### src/hdl/assert_macros.svh
// Assertion macros shared by the indexed list engine RTL.
// No dependencies; included by files that carry concurrent assertions.
`ifndef ASSERT_MACROS_SVH
`define ASSERT_MACROS_SVH

// Same-cycle implication, disabled while reset is asserted.
`define ASSERT_IMPLIES(label, clk, rst_n, ante, cons, msg) \
    label: assert property (@(posedge clk) disable iff (!rst_n) (ante) |-> (cons)) \
        else $error(msg);

// Next-cycle implication, disabled while reset is asserted.
`define ASSERT_NEXT(label, clk, rst_n, ante, cons, msg) \
    label: assert property (@(posedge clk) disable iff (!rst_n) (ante) |=> (cons)) \
        else $error(msg);

`endif

### src/hdl/ile_pkg.sv
// Shared constants, operation codes and control structs of the indexed list engine.
// No dependencies; imported by every module of the block.
package ile_pkg;

    localparam int CAPACITY = 64;
    localparam int CNT_W    = $clog2(CAPACITY + 1);
    localparam int IDX_W    = $clog2(CAPACITY);
    localparam int CMP_W    = (CNT_W > 7) ? CNT_W : 7;
    localparam int DATA_W   = 32;
    localparam int GRP_SIZE = 32;
    localparam int NUM_GRP  = (CAPACITY + GRP_SIZE - 1) / GRP_SIZE;

    localparam logic [2:0] OP_GET  = 3'd0;
    localparam logic [2:0] OP_HEAD = 3'd1;
    localparam logic [2:0] OP_TAIL = 3'd2;
    localparam logic [2:0] OP_AT   = 3'd3;
    localparam logic [2:0] OP_DEL  = 3'd4;

    typedef struct packed {
        logic              ins;
        logic              del;
        logic [CMP_W-1:0]  pos;
        logic [DATA_W-1:0] val;
    } t_cell_ctl;

    typedef struct packed {
        logic             en;
        logic [CMP_W-1:0] pos;
    } t_read_ctl;

endpackage

### src/hdl/ile_cell.sv
// One storage cell of the list chain: holds one element and shifts with its neighbors.
// Depends on ile_pkg for widths and the control structs.
module ile_cell (
    input  logic                      i_clk,
    input  logic [ile_pkg::IDX_W-1:0]  i_index,
    input  ile_pkg::t_cell_ctl         i_ctl,
    input  ile_pkg::t_read_ctl         i_rd,
    input  logic [ile_pkg::DATA_W-1:0] i_prev,
    input  logic [ile_pkg::DATA_W-1:0] i_next,
    output logic [ile_pkg::DATA_W-1:0] o_value,
    output logic [ile_pkg::DATA_W-1:0] o_tap
);
    import ile_pkg::*;

    logic [DATA_W-1:0] r_val;
    logic [DATA_W-1:0] n_val;
    logic [CMP_W-1:0]  w_idx;

    assign w_idx = CMP_W'(i_index);

    always_comb begin
        n_val = r_val;
        if (i_ctl.ins) begin
            if (w_idx > i_ctl.pos) begin
                n_val = i_prev;
            end else if (w_idx == i_ctl.pos) begin
                n_val = i_ctl.val;
            end
        end else if (i_ctl.del) begin
            if (w_idx >= i_ctl.pos) begin
                n_val = i_next;
            end
        end
    end

    always_ff @(posedge i_clk) begin
        r_val <= n_val;
    end

    assign o_value = r_val;
    assign o_tap   = (i_rd.en && (w_idx == i_rd.pos)) ? r_val : '0;

endmodule

### config.mk
export PLATFORM = sky130hd
export DESIGN_NAME = ile_cell
export DESIGN_NICKNAME = d
export VERILOG_FILES = /design/src/hdl/assert_macros.svh /design/src/hdl/ile_pkg.sv /design/src/hdl/ile_cell.sv
export SDC_FILE = /design/constraint.sdc
export NUM_CORES = 1
export LEC_CHECK = 0
export BUFFER_PORTS_ARGS = -buffer_cell sky130_fd_sc_hd__buf_2
export CORE_AREA = 2 2 85 87
export CTS_BUF_LIST = sky130_fd_sc_hd__clkbuf_8 sky130_fd_sc_hd__clkbuf_16
export DETAILED_ROUTE_END_ITERATION = 8
export DIE_AREA = 0 0 87 89
export PLACE_DENSITY = 0.94
export SLEW_MARGIN = 40
export SYNTH_ARGS = -nofsm -noshare
export SYNTH_HDL_FRONTEND = slang
export SYNTH_SLANG_ARGS = --single-unit
### constraint.sdc
create_clock -name i_clk -period 5.8 [get_ports i_clk]
set_clock_uncertainty 0.15 [all_clocks]
set_input_delay 0.87 -clock i_clk [delete_from_list [all_inputs] [get_ports i_clk]]
set_output_delay 0.87 -clock i_clk [all_outputs]
set_load 0.02 [all_outputs]
==> flow_summary.toml <==
[status]
outcome = "completed"

[grt]
grt_start_max_net_pins = 37
tot_gr_track_use_pct = 24.94
grt_pass1_wl_microns = 15210
congestion_overflow_gr = 0
antenna_violations_before_repair = 0
number_of_global_route_vias_before_repair = 3309

[synthesis]
post_synth_num_cell_types = 32
muxShareOfSynthArea_pct = 0
mappedNetlistArea_sq_mm = 0.003153
synth_xor_xnor_area_share_pct = 1.667
synth.area.top_cells = "edfxtp_1 (30%), a2111oi_2 (14%), o211a_1 (10%), nor2_1 (8.0%), and2_1 (6.5%)"
seq_area_frac_synth_pct = 30.48
number_of_cells_produced_by_synthesis = 360
synth_seq_cells = 32
synth_top_area_share_pct = 30.48
synthesized_area_per_cell_sq_um = 8.758
synthDominantAreaCellType = "edfxtp_1"
combinational_family_with_the_most_area_after_synthesis = "compound AO/OA/AOI/OAI gates"
synth.net_count = 486
compound_gate_fraction_of_synth_area_pct = 38.13
synthesis.yosys.warnings = 0
synthAdderAreaFrac_pct = 2.381
simple_logic_cell_fraction_of_the_synthesized_area_pct = 16.47

[clocking]
clk_path_buf_depth = 2
cts.hold.buffers_added = 0
cts_tree = "yes"
cts_setup_buffers = 0
cts_root_buf = "clkbuf_8"
tritoncts.num_buffers = 5
cts.clk_slew.worst_paths_ns = 0.07
htree_num_levels = 2
clock_tree_sinks = 32
post_cts.resized_instances = 0

[timing]
timing.max_slew.rel_slack_pct = 51.38
timing_max_transition_violations_final = 0
final.hold.worst_slack_ns = 0.7794
final_hold_viol_count = 0
post_route_clock_period_utilization_pct = 63.51
post_route_setup_tns_ns = 0
max_freq_mhz = 271.5
max_slew.worst_pin.slew_ns = 0.7251
report.final.setup_viol = 0
rsz0062_at_grt = "false"
final_period_minus_worst_setup_slack_ns = 3.684

[critical_path]
worst_ep_arrival_time_ns = 2.66
timing.critical_path.max_delay_family = "simple AND/OR/NAND/NOR gates"
critPathKind = "in -> out"
start_kind = "input port"
cpMaxStageDelayCell = "nor4_4"
crit_chain = "buf_2, xnor2_1, nand3_1, nor4_4, buf_4, and2_1, buf_2"
worst_path_most_repeated_cell = "buf_2"
timing.critical_path.slowest_cell_delay_ns = 0.69
setup.worst_path.end_class = "output port"
cp.required_ns = 4.78
critical_path.n_buffers_inverters = 3
worst_path_max_fanout = 18

[final_layout]
design.final.nets = 650
layout-drive-gt1-share_pct = 45.04
filler_cell_count = 561
syn_to_final_growth_pct = 33.25
largest_register_ff_count = 32
mostFrequentLayoutCell = "buf_2"
layout.cells.most_common_list = "buf_2 (183), nor2_1 (64), inv_1 (39)"
num_antenna_cells = 0

[die]
std_cell_rows = 30
io-pin-count = 184
dieHeight_microns = 89
coreArea_sq_mm = 0.006719
initial_core_utilization_pct = 46.93
die_area_sq_mm = 0.007743
die-width_microns = 87

[drt]
total_via_count_after_detailed_routing = 3497
final_antenna_net_count = 0
firstDrtPassIters = 5
drt_wl_total_microns = 10010
detail_route.drc_violations = 0
drt_iter0_drc = 218
wire_per_inst_microns = 16.57
detail_route.vias_per_cell = 5.790

[pwr]
power.ir.vdd_worst_mv = 0.1050
power_leakage_nw = 2.072
p_per_area_mw_per_mm2 = 178.1

[hold_path]
min_path_type = "in -> reg"

[placement]
dp_hpwl_microns = 7349
numPortBuffers = 183
routabilityCongestion = 0.7751

[job]
max_cap_violations = 0
==> where the power goes <==
group          internal [W]  leakage, nW  switching [W]
combinational      0.000116         1.72       0.000173
sequential         0.000286        0.303      0.0000113
clock             0.0000799       0.0452      0.0000822
==> path summary, 6_finish.rpt <==
check,start,cells after the start,end,slack (ns)
hold / removal,i_ctl[20],2,o_value[20],0.78
setup / recovery,i_rd[3],7,o_tap[28],2.12
==> final cells by class <==
cell class | instances | area, sq um | share of cell area [%]
multi-input combinational | 255 | 1882 | 44.79
timing repair buffer | 192 | 1039 | 24.72
sequential | 32 | 960.9 | 22.87
inverter | 38 | 142.6 | 3.395
tap | 80 | 100.1 | 2.382
clock buffer | 5 | 68.82 | 1.638
clock inverter | 2 | 8.758 | 0.2085
==> logic make-up (layout without fill, tap and decap cells) <==
family / Yosys count / in the layout
AOI/OAI and AO/OA: 136 / 136
and+or+nand+nor: 107 / 107
buffers and inverters: 73 / 237
DFF: 32 / 32
adders and majority gates: 6 / 6
xor gates and xnor gates: 6 / 6
==> synth_stat cells <==
master / instances
a2111oi_0: 3
o22a_1: 1
buf_6: 6
xnor2_1: 4
o21ai_1: 30
xor2_1: 2
buf_1: 2
o211a_1: 32
buf_4: 1
buf_2: 13
and4b_1: 1
clkbuf_1: 10
nor4_4: 1
ha_1: 6
nor2_1: 67
and2_1: 33
nand3_1: 2
inv_1: 38
a21o_1: 1
a211oi_1: 1
nand3b_1: 1
a31oi_1: 32
nand2b_1: 1
clkbuf_2: 3
a2111oi_2: 29
edfxtp_1: 32
and3_1: 1
o21bai_1: 1
o21a_1: 1
a21boi_2: 1
o21ai_0: 3
a21oi_1: 1
==> per-stage QoR <==
| stage | setup WS, ns | cell area [sq um] | cells | total power [W] | util (%) |
|---|---|---|---|---|---|
| final | 2.116 | 4202 | 604 | 0.0007483 | 62.53 |
| after global placement | 1.992 | 4028 | 593 | 0.0005636 | 59.94 |
| after floorplan | 2.686 | 3153 | 360 | 0.0004765 | - |
| after CTS | 2.082 | 4202 | 604 | 0.0007502 | 62.53 |
| after global routing | 1.974 | 4202 | 604 | 0.0007858 | 62.53 |
| after detailed placement | 2.092 | 4124 | 597 | 0.0005893 | 61.38 |
==> metal layers <==
| metal | GRT usage, % | vias up | wire length [microns] | part of all wire, % |
|---|---|---|---|---|
| met5 | 0 | - | 0 | 0 |
| met4 | 11.51 | 0 | 218 | 2.2 |
| met3 | 3.416 | 25 | 819 | 8.2 |
| met2 | 46.98 | 211 | 5267 | 53 |
| met1 | 27.72 | 1604 | 3701 | 37 |
| li1 | - | 1657 | - | - |
Note: power is estimated with default switching activity, not from simulation.
